<file path="config.mk">
export PLATFORM = sky130hd
export DESIGN_NAME = binary_descriptor_best_match
export DESIGN_NICKNAME = d
export VERILOG_FILES = /design/src/hdl/bdm_pkg.sv /design/src/hdl/binary_descriptor_best_match.sv /design/src/hdl/bdm_cfg.sv /design/src/hdl/bdm_dist.sv /design/src/hdl/bdm_track.sv
export SDC_FILE = /design/constraint.sdc
export NUM_CORES = 2
export LEC_CHECK = 0
export BUFFER_PORTS_ARGS = -buffer_cell sky130_fd_sc_hd__buf_2
export CAP_MARGIN = 20
export CELL_PAD_IN_SITES_DETAIL_PLACEMENT = 0
export CELL_PAD_IN_SITES_GLOBAL_PLACEMENT = 2
export CORE_AREA = 2 2 385 387
export CTS_BUF_LIST = sky130_fd_sc_hd__clkbuf_4 sky130_fd_sc_hd__clkbuf_8
export DETAILED_ROUTE_END_ITERATION = 10
export DIE_AREA = 0 0 387 389
export PLACE_DENSITY_LB_ADDON = 0.1
export SYNTH_ARGS = -nofsm -noshare
export SYNTH_HDL_FRONTEND = slang
export SYNTH_SLANG_ARGS = --single-unit
</file>
<file path="constraint.sdc">
create_clock -name clk -period 14.7 [get_ports clk]
set_clock_uncertainty 0.05 [all_clocks]
set_input_delay 0.735 -clock clk [delete_from_list [all_inputs] [get_ports clk]]
set_output_delay 0.735 -clock clk [all_outputs]
set_load 0.01 [all_outputs]
</file>
<file path="src/hdl/bdm_pkg.sv">
// Shared types, constants and functions for the binary descriptor best-match block.
// No dependencies; imported by every design module in hdl/ except bdm_checker.
package bdm_pkg;

  localparam int DESC_W    = 256;
  localparam int WORD_W    = 64;
  localparam int NUM_WORDS = DESC_W / WORD_W;
  localparam int ANGLE_W   = 13;
  localparam int DIST_W    = 9;
  localparam int CNT_W     = 7;
  localparam int INDEX_W   = 16;
  localparam int CAND_IDX_W = 16;
  localparam int APB_ADDR_W = 6;
  localparam int APB_DATA_W = 64;

  localparam logic [DIST_W-1:0]  DIST_NONE     = DIST_W'(256);
  localparam logic [ANGLE_W-1:0] ANGLE_LIM_RST = ANGLE_W'(320);
  localparam logic [DIST_W-1:0]  MARGIN_RST    = DIST_W'(50);

  localparam logic [WORD_W-1:0] M1 = 64'h5555_5555_5555_5555;
  localparam logic [WORD_W-1:0] M2 = 64'h3333_3333_3333_3333;
  localparam logic [WORD_W-1:0] M4 = 64'h0F0F_0F0F_0F0F_0F0F;

  typedef enum logic [2:0] {
    REG_QUERY_WORD0 = 3'd0,
    REG_QUERY_WORD1 = 3'd1,
    REG_QUERY_WORD2 = 3'd2,
    REG_QUERY_WORD3 = 3'd3,
    REG_QUERY_ANGLE = 3'd4,
    REG_ANGLE_LIMIT = 3'd5,
    REG_MARGIN      = 3'd6
  } reg_idx_t;

  typedef struct packed {
    logic [DESC_W-1:0]  query;
    logic [ANGLE_W-1:0] query_angle;
    logic [ANGLE_W-1:0] angle_limit;
    logic [DIST_W-1:0]  margin;
  } cfg_t;

  // One candidate after the popcount stage.
  typedef struct packed {
    logic [NUM_WORDS-1:0][CNT_W-1:0] part;
    logic                            pass;
    logic [INDEX_W-1:0]              idx;
    logic                            last;
  } dist_t;

  function automatic logic [CNT_W-1:0] popcount64(input logic [WORD_W-1:0] w);
    logic [WORD_W-1:0] v;
    logic [CNT_W-1:0]  cnt;
    v = w - ((w >> 1) & M1);
    v = (v & M2) + ((v >> 2) & M2);
    v = (v + (v >> 4)) & M4;
    cnt = '0;
    for (int i = 0; i < WORD_W / 8; i++) begin
      cnt = cnt + CNT_W'(v[8*i +: 8]);
    end
    return cnt;
  endfunction

endpackage

</file>
<file path="src/hdl/binary_descriptor_best_match.sv">
// Top level of the binary descriptor best-match block.
// Depends on bdm_pkg, bdm_cfg, bdm_dist and bdm_track.
//
// Streams candidate 256-bit binary descriptors against a query descriptor
// held in configuration registers and reports the nearest one by Hamming
// distance. Each candidate whose keypoint angle lies strictly within
// angle_limit of query_angle (plain absolute difference, no wrap at 360
// degrees) updates a running best and second-best distance; a distance
// equal to the best never displaces it. The candidate with last_cand set is
// counted first, then one result transaction goes out and the search state
// clears: match_found is 1 when second minus best strictly exceeds margin,
// match_index is the best candidate's index (0 when not found), and
// match_distance is the best distance (256 when nothing counted).
// Rate: one candidate per clock, sustained while no final candidate holds
// behind an untaken result. The path from accept to match_valid runs through
// the input register, per-word popcount and angle gate into a second
// register, then the four-way sum, best/second update and result
// register. The best/second update is the one loop that closes each cycle.
// Non-final candidates keep flowing while a result waits to be taken; only
// a final candidate holds behind an untaken result.
// Configuration: APB-style, 64-bit data, register i at byte address 8*i,
// pready always high. Write registers only while the block is idle.
module binary_descriptor_best_match (
  input  logic                              clk,
  input  logic                              rst,
  // configuration
  input  logic                              psel,
  input  logic                              penable,
  input  logic                              pwrite,
  input  logic [bdm_pkg::APB_ADDR_W-1:0]    paddr,
  input  logic [bdm_pkg::APB_DATA_W-1:0]    pwdata,
  output logic [bdm_pkg::APB_DATA_W-1:0]    prdata,
  output logic                              pready,
  // candidate channel
  input  logic                              cand_valid,
  output logic                              cand_ready,
  input  logic [bdm_pkg::WORD_W-1:0]        cand_word0,
  input  logic [bdm_pkg::WORD_W-1:0]        cand_word1,
  input  logic [bdm_pkg::WORD_W-1:0]        cand_word2,
  input  logic [bdm_pkg::WORD_W-1:0]        cand_word3,
  input  logic [bdm_pkg::ANGLE_W-1:0]       cand_angle,
  input  logic [bdm_pkg::CAND_IDX_W-1:0]    cand_index,
  input  logic                              last_cand,
  // result channel
  output logic                              match_valid,
  input  logic                              match_ready,
  output logic                              match_found,
  output logic [15:0]                       match_index,
  output logic [bdm_pkg::DIST_W-1:0]        match_distance
);
  import bdm_pkg::*;

  cfg_t               cfg;

  // Input register
  logic               s1_valid;
  logic               s1_ready;
  logic [DESC_W-1:0]  s1_desc;
  logic [ANGLE_W-1:0] s1_angle;
  logic [INDEX_W-1:0] s1_idx;
  logic               s1_last;

  // Popcount register
  dist_t              s1_dist;
  logic               s2_valid;
  logic               s2_ready;
  dist_t              s2_data;
  logic               s2_adv;

  bdm_cfg u_cfg (
    .clk     (clk),
    .rst     (rst),
    .psel    (psel),
    .penable (penable),
    .pwrite  (pwrite),
    .paddr   (paddr),
    .pwdata  (pwdata),
    .prdata  (prdata),
    .pready  (pready),
    .cfg     (cfg)
  );

  // Each stage moves when empty or when the stage after it takes its content.
  assign s2_ready   = !s2_valid || s2_adv;
  assign s1_ready   = !s1_valid || s2_ready;
  assign cand_ready = s1_ready;

  always_ff @(posedge clk) begin
    if (rst) begin
      s1_valid <= 1'b0;
    end else if (s1_ready) begin
      s1_valid <= cand_valid;
    end
  end

  // Capture one candidate transaction; the full 16-bit index is kept.
  always_ff @(posedge clk) begin
    if (cand_valid && s1_ready) begin
      s1_desc  <= {cand_word3, cand_word2, cand_word1, cand_word0};
      s1_angle <= cand_angle;
      s1_idx   <= cand_index[INDEX_W-1:0];
      s1_last  <= last_cand;
    end
  end

  bdm_dist u_dist (
    .cfg   (cfg),
    .desc  (s1_desc),
    .angle (s1_angle),
    .idx   (s1_idx),
    .last  (s1_last),
    .res   (s1_dist)
  );

  always_ff @(posedge clk) begin
    if (rst) begin
      s2_valid <= 1'b0;
    end else if (s2_ready) begin
      s2_valid <= s1_valid;
    end
  end

  always_ff @(posedge clk) begin
    if (s1_valid && s2_ready) begin
      s2_data <= s1_dist;
    end
  end

  bdm_track u_track (
    .clk            (clk),
    .rst            (rst),
    .cfg            (cfg),
    .in_valid       (s2_valid),
    .in_data        (s2_data),
    .adv            (s2_adv),
    .match_valid    (match_valid),
    .match_ready    (match_ready),
    .match_found    (match_found),
    .match_index    (match_index),
    .match_distance (match_distance)
  );

endmodule

</file>
<file path="src/hdl/bdm_cfg.sv">
// APB-style configuration registers: query descriptor, query angle, angle limit, margin.
// Depends on bdm_pkg.
module bdm_cfg (
  input  logic                             clk,
  input  logic                             rst,
  input  logic                             psel,
  input  logic                             penable,
  input  logic                             pwrite,
  input  logic [bdm_pkg::APB_ADDR_W-1:0]   paddr,
  input  logic [bdm_pkg::APB_DATA_W-1:0]   pwdata,
  output logic [bdm_pkg::APB_DATA_W-1:0]   prdata,
  output logic                             pready,
  output bdm_pkg::cfg_t                    cfg
);
  import bdm_pkg::*;

  reg_idx_t sel;
  logic     wr_en;

  assign sel    = reg_idx_t'(paddr[APB_ADDR_W-1:3]);
  assign pready = 1'b1;
  assign wr_en  = psel && penable && pwrite;

  always_ff @(posedge clk) begin
    if (rst) begin
      cfg.query       <= '0;
      cfg.query_angle <= '0;
      cfg.angle_limit <= ANGLE_LIM_RST;
      cfg.margin      <= MARGIN_RST;
    end else if (wr_en) begin
      case (sel)
        REG_QUERY_WORD0: cfg.query[0*WORD_W +: WORD_W] <= pwdata;
        REG_QUERY_WORD1: cfg.query[1*WORD_W +: WORD_W] <= pwdata;
        REG_QUERY_WORD2: cfg.query[2*WORD_W +: WORD_W] <= pwdata;
        REG_QUERY_WORD3: cfg.query[3*WORD_W +: WORD_W] <= pwdata;
        REG_QUERY_ANGLE: cfg.query_angle <= pwdata[ANGLE_W-1:0];
        REG_ANGLE_LIMIT: cfg.angle_limit <= pwdata[ANGLE_W-1:0];
        REG_MARGIN:      cfg.margin      <= pwdata[DIST_W-1:0];
        default: ;
      endcase
    end
  end

  always_comb begin
    case (sel)
      REG_QUERY_WORD0: prdata = cfg.query[0*WORD_W +: WORD_W];
      REG_QUERY_WORD1: prdata = cfg.query[1*WORD_W +: WORD_W];
      REG_QUERY_WORD2: prdata = cfg.query[2*WORD_W +: WORD_W];
      REG_QUERY_WORD3: prdata = cfg.query[3*WORD_W +: WORD_W];
      REG_QUERY_ANGLE: prdata = APB_DATA_W'(cfg.query_angle);
      REG_ANGLE_LIMIT: prdata = APB_DATA_W'(cfg.angle_limit);
      REG_MARGIN:      prdata = APB_DATA_W'(cfg.margin);
      default:         prdata = '0;
    endcase
  end

endmodule

</file>
<file path="src/hdl/bdm_dist.sv">
// Per-word Hamming popcount of candidate against query, plus the angle gate.
// Combinational; depends on bdm_pkg.
module bdm_dist (
  input  bdm_pkg::cfg_t                        cfg,
  input  logic [bdm_pkg::DESC_W-1:0]           desc,
  input  logic [bdm_pkg::ANGLE_W-1:0]          angle,
  input  logic [bdm_pkg::INDEX_W-1:0]          idx,
  input  logic                                 last,
  output bdm_pkg::dist_t                       res
);
  import bdm_pkg::*;

  logic [DESC_W-1:0]  diff;
  logic [ANGLE_W-1:0] adiff;

  assign diff  = desc ^ cfg.query;
  // Plain absolute difference, no wrap at 360 degrees
  assign adiff = (angle >= cfg.query_angle) ? angle - cfg.query_angle
                                            : cfg.query_angle - angle;

  always_comb begin
    for (int i = 0; i < NUM_WORDS; i++) begin
      res.part[i] = popcount64(diff[i*WORD_W +: WORD_W]);
    end
    res.pass = adiff < cfg.angle_limit;
    res.idx  = idx;
    res.last = last;
  end

endmodule

</file>
<file path="src/hdl/bdm_track.sv">
// Best / second-best distance tracker and result register.
// Depends on bdm_pkg.
module bdm_track (
  input  logic                          clk,
  input  logic                          rst,
  input  bdm_pkg::cfg_t                 cfg,
  input  logic                          in_valid,
  input  bdm_pkg::dist_t                in_data,
  output logic                          adv,
  output logic                          match_valid,
  input  logic                          match_ready,
  output logic                          match_found,
  output logic [15:0]                   match_index,
  output logic [bdm_pkg::DIST_W-1:0]    match_distance
);
  import bdm_pkg::*;

  logic [DIST_W-1:0]  best_dist, best_dist_next;
  logic [DIST_W-1:0]  second_dist, second_dist_next;
  logic [INDEX_W-1:0] best_idx, best_idx_next;
  logic [DIST_W-1:0]  cand_dist;
  logic [DIST_W-1:0]  gap;
  logic               found;

  // A non-final candidate makes no result, so it never waits on the output.
  assign adv = in_valid && (!in_data.last || !match_valid || match_ready);

  always_comb begin
    cand_dist = '0;
    for (int i = 0; i < NUM_WORDS; i++) begin
      cand_dist = cand_dist + DIST_W'(in_data.part[i]);
    end
    best_dist_next   = best_dist;
    second_dist_next = second_dist;
    best_idx_next    = best_idx;
    if (in_data.pass) begin
      if (cand_dist < best_dist) begin
        second_dist_next = best_dist;
        best_dist_next   = cand_dist;
        best_idx_next    = in_data.idx;
      end else if (cand_dist < second_dist) begin
        second_dist_next = cand_dist;
      end
    end
    gap   = second_dist_next - best_dist_next;
    found = gap > cfg.margin;
  end

  always_ff @(posedge clk) begin
    if (rst) begin
      best_dist   <= DIST_NONE;
      second_dist <= DIST_NONE;
      best_idx    <= '0;
    end else if (adv) begin
      if (in_data.last) begin
        best_dist   <= DIST_NONE;
        second_dist <= DIST_NONE;
        best_idx    <= '0;
      end else begin
        best_dist   <= best_dist_next;
        second_dist <= second_dist_next;
        best_idx    <= best_idx_next;
      end
    end
  end

  always_ff @(posedge clk) begin
    if (rst) begin
      match_valid <= 1'b0;
    end else if (adv && in_data.last) begin
      match_valid <= 1'b1;
    end else if (match_ready) begin
      match_valid <= 1'b0;
    end
  end

  always_ff @(posedge clk) begin
    if (adv && in_data.last) begin
      match_found    <= found;
      match_index    <= found ? 16'(best_idx_next) : '0;
      match_distance <= best_dist_next;
    end
  end

endmodule

</file>
-- Yosys cells after proc, flatten, opt, wreduce, memory -nomap -nowiden
Cells that the tools add are included.
W data, S select, Z words.
- bits in read-only memories: 0
- memories: 0
- output and inout port bits: 93
- input port bits: 363
- memory bits (writable): 0
- flip-flop bits (word level): 686
- latch bits: 0
- reduce and logical (&&, ||, !) cells: 23
- bitwise gates (word level): 1
- add/subtract/negate cells: 46
- mux-type cells: 14
- $lt $le $gt $ge: 5
- shifts and indexed selects: 0
- eq/ne operators: 6
- multipliers: 0
- div/mod/pow operators: 0
- operator list (kind ; number):
    $pmux W64 S7 ; 1
    $sub A64 B63 Y64 ; 4
    $xor A256 B256 Y256 ; 1
    $add A62 B62 Y63 ; 4
    $add A60 B59 Y60 ; 4
    $add A7 B4 Y7 ; 22
    $mux W9 ; 7
    $mux W16 ; 3
    $sub A13 B13 Y13 ; 2
    $add A4 B4 Y5 ; 4
    $add A9 B7 Y9 ; 2
    $lt A9 B9 Y1 ; 2
    $reduce_and A2 Y1 ; 7
    $ge A13 B13 Y1 ; 1
    $lt A13 B13 Y1 ; 1
    $mux W13 ; 1
    $eq A3 B3 Y1 const B ; 3
    $gt A9 B9 Y1 ; 1
    $sub A9 B9 Y9 ; 1
    $add A7 B7 Y8 ; 1
    $add A6 B4 Y7 ; 1
    $add A5 B4 Y6 ; 1
    $eq A3 B2 Y1 const B ; 2
    $logic_and A1 B1 Y1 ; 6
    6 further kinds ; 13

-- Depth between registers and ports, before layout
- depth after elaboration: 11
- mapped depth: 40

-- By module
From an unflattened synthesis, not the netlist that was laid out.
- cell total of the unflattened synthesis: 5326
- area total of the unflattened synthesis: 54005.5 sq um
- modules (own cells, without submodules) (module ; area an instance (sq um) ; instances ; cells each):
    bdm_dist ; 25824.8 ; 1 ; 3200
    bdm_cfg ; 13684.4 ; 1 ; 1323
    binary_descriptor_best_match ; 10073.4 ; 1 ; 342
    bdm_track ; 4423.0 ; 1 ; 461

-- Worst setup path before layout
No wires, ideal clock.
- path kind: input -> register
- from: input match_ready
- to: register s1_angle[0] (enable)
- data arrival time: 14655 ps
- setup slack: -1032 ps
- buffers on the path: 0
- library setup time: 1027 ps
- stages: 3
- cells stage by stage: nand2b_1 > nor2_1 > a21oi_1
- word-level cells in the longest chain between the ends: 5
- RTL lines (what ; RTL line ; text):
    start, declared ; binary_descriptor_best_match.sv:46 ; input logic match_ready,
    $logic_or A1 B1 Y1 ; bdm_track.sv:26 ; assign adv = in_valid && (!in_data.last || !match_valid || match_ready);
    $logic_and A1 B1 Y1 ; bdm_track.sv:26 ;
    $logic_or A1 B1 Y1 ; binary_descriptor_best_match.sv:84 ; assign s2_ready = !s2_valid || s2_adv;
    $logic_or A1 B1 Y1 ; binary_descriptor_best_match.sv:85 ; assign s1_ready = !s1_valid || s2_ready;
    $logic_and A1 B1 Y1 ; binary_descriptor_best_match.sv:98 ; if (cand_valid && s1_ready) begin
    end signal, assigned ; binary_descriptor_best_match.sv:100 ; s1_angle <= cand_angle;
    end, declared ; binary_descriptor_best_match.sv:59 ; logic [ANGLE_W-1:0] s1_angle;
Every way passes these cells.
A chain may end at the register's enable or synchronous reset.

-- Final worst setup path
- from: register s2_data[18] (netlist bit)
- to: register u_track.match_index[10] (data pin)
- elaborated cells between the ends (all ways): 14
- RTL lines (what ; RTL line ; text):
    start, declared ; binary_descriptor_best_match.sv:67 ; dist_t s2_data;
    start signal, assigned ; binary_descriptor_best_match.sv:125 ; s2_data <= s1_dist;
    $add A7 B7 Y8 (*) ; bdm_track.sv:31 ; cand_dist = cand_dist + DIST_W'(in_data.part[i]);
    $add A9 B7 Y9 (*) (2 in a row) ; bdm_track.sv:31 ;
    $lt A9 B9 Y1 ; bdm_track.sv:37 ; if (cand_dist < best_dist) begin
    $mux W9 (*) ; bdm_track.sv:37 ;
    $mux W9 (*) ; bdm_track.sv:36 ; if (in_data.pass) begin
    via u_track.best_dist_next[0] ; bdm_track.sv:18 ; logic [DIST_W-1:0] best_dist, best_dist_next;
    $sub A9 B9 Y9 (*) ; bdm_track.sv:45 ; gap = second_dist_next - best_dist_next;
    $gt A9 B9 Y1 (*) ; bdm_track.sv:46 ; found = gap > cfg.margin;
    end signal, assigned ; bdm_track.sv:80 ; match_index <= found ? 16'(best_idx_next) : '0;
    end, declared ; bdm_track.sv:13 ; output logic [15:0] match_index,
Mark *: on every way through the listed nets, which the timed path passes. The rest lies on a longest branch.

==> results by stage <==
Run status:
- The run finished with clean final reports.

STA:
- The final critical path takes up between 60% and 70% of the cycle.
- The worst hold slack across all endpoints is around 94 ps.
- Setup repair after global routing left no endpoint under its margin.
- The number of max-slew violations in the final report is 0.
- The headroom to the max-slew limit is between 20% and 30%.
- The final-report setup violation count is 0.
- The worst-margin pin slew is approximately 1100 ps.
- The hold violation count in the final report is 0.
- Based on the critical path, the design can be clocked at up to around 110 MHz.
- The setup total negative slack is 0 ps.
- In the post-route analysis, the smallest setup slack over all paths is approximately 5600 ps.
- The minimum clock period after layout is approximately 9100 ps.

Setup path:
- The logic depth of the worst path, buffers included is 34.
- STA classifies the critical path endpoint as a register.
- The register-to-register setup slack is roughly 5600 ps.
- At the worst endpoint, the required time is between 15000 and 20000 ps.
- The critical path launch point type is a register.
- The peak per-stage delay on the critical path is just over 800 ps.
- The endpoint identified for the worst register-to-register timing path is u_track.match_index[10]$_SDFFCE_PP0P_.
- The number of cells on the worst reg-to-reg path is 34.
- Broken down by cell family, the worst path's largest delay share belongs to compound AO/OA/AOI/OAI gates.
- On the critical path, the stage with the largest delay is an instance of sky130_fd_sc_hd__xnor2_1.
- Data arrives at the worst endpoint at about 9600 ps.
- The worst setup path is of the reg -> reg kind.
- Along the worst path, the maximum fanout reaches 20.
- Together, buffers and inverters on the worst path number 4.
- The startpoint identified for the worst register-to-register timing path is s2_data[18]$_DFFE_PP_.

CTS:
- The tree is rooted in a sky130_fd_sc_hd__clkbuf_8.
- TritonCTS built the clock tree.
- The count of buffers added by post-CTS timing repair for setup is 0.
- The clock slew seen by the registers of the worst setup and hold paths is 60 ps.
- The number of buffers on the longest clock path is 3.
- The clock latency at the later pin of the worst-skew pair is 880 ps.
- The clock tree synthesis step divided the H-tree into 4 levels.
- For this design, the sink count on the clock tree is between 600 and 700.
- Counting the buffers created by CTS gives 132.

Layout:
- In the final design database the tool counted between 7000 and 8000 nets.
- The fill cell instance count of the final layout is 14580.
- The layout-stage area growth over the synthesis result is 19.36%.
- The multi-input combinational cell area is 32370 µm².
- The register area is roughly 17000 µm².
- Cells with a size suffix above 1 make up about an eighth of the layout.
- The finished cells cover 62510 µm².

Floorplan:
- The y dimension of the die is 389 µm.
- The total area inside the core boundary comes to 146600 µm².
- The die area is roughly 150000 µm².
- The initial cell density of the core is a little over a third.
- The boundary pin count is ~460.
- The die span in x is approximately 390 µm.
- The site row count is ~140.

Flow run:
- Across the run, the number of max-cap violations was 0.

Placement:
- After legalization and detailed placement, the total HPWL measured ~140 mm.
- The cell area reported after detailed placement is 56800 µm².
- The congestion estimate from routability-driven global placement came to just under 0.9.
- The minimum setup slack after placement is between 5000 and 6000 ps.
- Buffers placed on the I/O ports in this run total roughly 450.

Routing:
- The detailed router's first-iteration violation count is 2955.
- Summed over all layers, the routed wires come to about 180 mm.
- The via count is 42660.
- For this run, design rule violations remaining after detail routing come to 0.
- The count of nets left with antenna violations once routing finished came out at 0.
- In the routed layout, each cell is associated on average with a via count of about 5.1.
- The iteration count of the initial detailed-routing pass is 6.
- The routed wirelength normalized by instance count is 21.95 µm.

Logic synthesis:
- The dominant cell type by area after synthesis is sky130_fd_sc_hd__edfxtp_1.
- The number of nets handed over by synthesis was roughly 7000.
- For this run, the register share of the synthesized area comes to roughly 33%.
- For this run, the number of Yosys warnings is 0.
- The number of instances in the synthesized netlist is ~5600.
- The total of flip-flops plus latches after synthesis is roughly 700.
- Counting flops with a built-in enable in the synthesized netlist gives about 360.
- In this run the cell area of the synthesized design comes to 52370 µm².
- Among all flip-flop cells after synthesis, the most frequent one is sky130_fd_sc_hd__edfxtp_1.
- Ranked by total cell area, the synthesized netlist is headed by sky130_fd_sc_hd__edfxtp_1 21%, sky130_fd_sc_hd__ha_1 16%, sky130_fd_sc_hd__dfxtp_1 13%.
- The number of different library cells used by synthesis comes to 101.
- The post-synthesis area per instance is between 9 and 10 µm².
- The fraction of synthesis flops using an asynchronous set or reset pin is 0%.
- The top-area cell type share of the netlist area is about a fifth.

Worst hold path:
- The hold-critical path depth is 3.
- In this run the worst hold path is classified as in -> reg.
- The hold path startpoint is pwdata[41].
- The destination of the worst hold path is u_cfg.cfg[140]$_SDFFE_PP0P_.

GRT:
- Entering global routing, the biggest net connects approximately 120 pins.
- The total track usage is about 24%.
- The number of global-route vias before repair is ~43000.
- The first global-routing pass estimated between 200 and 300 mm of wire.
- After global routing the overflow that remains totals 0.
- The initial antenna violation count is 18.
## metrics by stage
stage	util, %	std cells
global placement	38.74	7858
floorplan	-	5596
detailed placement	38.74	7858
global route	42.64	8392
CTS	42.62	8386
finish	42.64	8394
## state kept, by name, summed over array words and instances, names as in the netlist
name / flops
u_track.best_idx: 16
s2_valid: 1
s1_last: 1
s1_desc: 256
u_track.best_dist: 9
u_track.second_dist: 9
s2_data: 46
s1_idx: 16
u_track.match_valid: 1
u_cfg.cfg: 291
s1_valid: 1
u_track.match_distance: 9
u_track.match_found: 1
s1_angle: 13
u_track.match_index: 16
## worst min-delay path: stages
cell                      delay [ps]
sky130_fd_sc_hd__buf_2           130
sky130_fd_sc_hd__nand2_1          50
sky130_fd_sc_hd__a21oi_1          50
## logic make-up (layout without fill, tap and decap cells)
logic type               count (synthesis)  after routing  synth area share, %
AO/OA/AOI/OAI                         1312           1312                16.47
XOR/XNOR                               573            573                9.654
adder cells (fa/ha/maj)                839            839                22.74
buffers and inverters                  732           1592                5.258
flip-flops                             686            686                33.06
multiplexers                            40             40               0.9628
other                                    1              9             0.007160
AND/OR/NAND/NOR                       1413           1413                11.85
## cell type report
| type | count | share of cell area (%) |
|---|---|---|
| inverter | 582 | 3.495 |
| antenna | 8 | 0.03203 |
| clock buffer | 203 | 3.939 |
| multi-input combinational | 4178 | 51.78 |
| timing repair buffer | 770 | 8.631 |
| tap | 1930 | 3.863 |
| sequential | 686 | 27.70 |
| clock inverter | 37 | 0.5584 |
## worst max-delay path by stage
stage	from	end	slack [ps]
floorplan	match_ready	s1_angle[0]$_DFFE_PP_	5450
global placement	s2_data[18]$_DFFE_PP_	u_track.match_index[2]$_SDFFCE_PP0P_	5560
detailed placement	s2_data[25]$_DFFE_PP_	u_track.match_index[10]$_SDFFCE_PP0P_	5450
CTS	s2_data[25]$_DFFE_PP_	u_track.match_index[10]$_SDFFCE_PP0P_	5450
global route	s2_data[25]$_DFFE_PP_	u_track.match_index[10]$_SDFFCE_PP0P_	4680
finish	s2_data[18]$_DFFE_PP_	u_track.match_index[10]$_SDFFCE_PP0P_	5620
## placed cells by master, fill, tap and decap left out, types with 16 or more instances in the layout
cell type,instances
sky130_fd_sc_hd__a21oi_1,502
sky130_fd_sc_hd__nand3_1,50
sky130_fd_sc_hd__nor3_1,39
sky130_fd_sc_hd__ha_1,651
sky130_fd_sc_hd__a22oi_1,137
sky130_fd_sc_hd__o21a_1,29
sky130_fd_sc_hd__nor2_1,163
sky130_fd_sc_hd__and3_1,19
sky130_fd_sc_hd__a21o_1,134
sky130_fd_sc_hd__nand4_1,65
sky130_fd_sc_hd__mux2i_1,20
sky130_fd_sc_hd__a22o_1,19
sky130_fd_sc_hd__o31ai_1,16
sky130_fd_sc_hd__nand2_1,877
sky130_fd_sc_hd__nor2b_1,45
sky130_fd_sc_hd__fa_1,188
sky130_fd_sc_hd__clkbuf_8,150
sky130_fd_sc_hd__edfxtp_1,358
sky130_fd_sc_hd__clkbuf_4,53
sky130_fd_sc_hd__nand3b_1,19
sky130_fd_sc_hd__nand2b_1,45
sky130_fd_sc_hd__a211oi_1,21
sky130_fd_sc_hd__a21boi_0,42
sky130_fd_sc_hd__buf_4,30
sky130_fd_sc_hd__dfxtp_1,328
sky130_fd_sc_hd__o211ai_1,24
sky130_fd_sc_hd__xnor2_1,253
sky130_fd_sc_hd__a31oi_1,25
sky130_fd_sc_hd__buf_2,450
sky130_fd_sc_hd__dlygate4sd3_1,288
sky130_fd_sc_hd__o21ai_0,127
sky130_fd_sc_hd__xor2_1,315
sky130_fd_sc_hd__inv_1,582
sky130_fd_sc_hd__a211o_1,64
## what timing repair did
action / in CTS / in global routing
endpoints found under the setup margin: 0 / 0
hold buffers: 288 / 0
hold endpoints to repair: 290 / 0
gates resized for setup: 0 / 0
## synthesized netlist by cell type, types with 65 or more instances
cell and n:
sky130_fd_sc_hd__a21o_1 134, sky130_fd_sc_hd__a21oi_1 503, sky130_fd_sc_hd__a22oi_1 137, sky130_fd_sc_hd__clkbuf_1 132, sky130_fd_sc_hd__dfxtp_1 328, sky130_fd_sc_hd__edfxtp_1 358, sky130_fd_sc_hd__fa_1 188, sky130_fd_sc_hd__ha_1 651
sky130_fd_sc_hd__inv_1 582, sky130_fd_sc_hd__nand2_1 881, sky130_fd_sc_hd__nand4_1 65, sky130_fd_sc_hd__nor2_1 164, sky130_fd_sc_hd__o21ai_0 127, sky130_fd_sc_hd__xnor2_1 253, sky130_fd_sc_hd__xor2_1 315
## metal layers
metal / wire length [µm] / global-route usage [%] / up-vias
met5: 0 / 0 / -
met4: 3797 / 5.897 / 0
met3: 8337 / 2.850 / 215
met2: 82090 / 37.55 / 996
met1: 90010 / 35.16 / 20600
li1: - / - / 20850
Power is not shown: default switching activity piles up to over one toggle a cycle in this logic, so the estimate is an artifact.
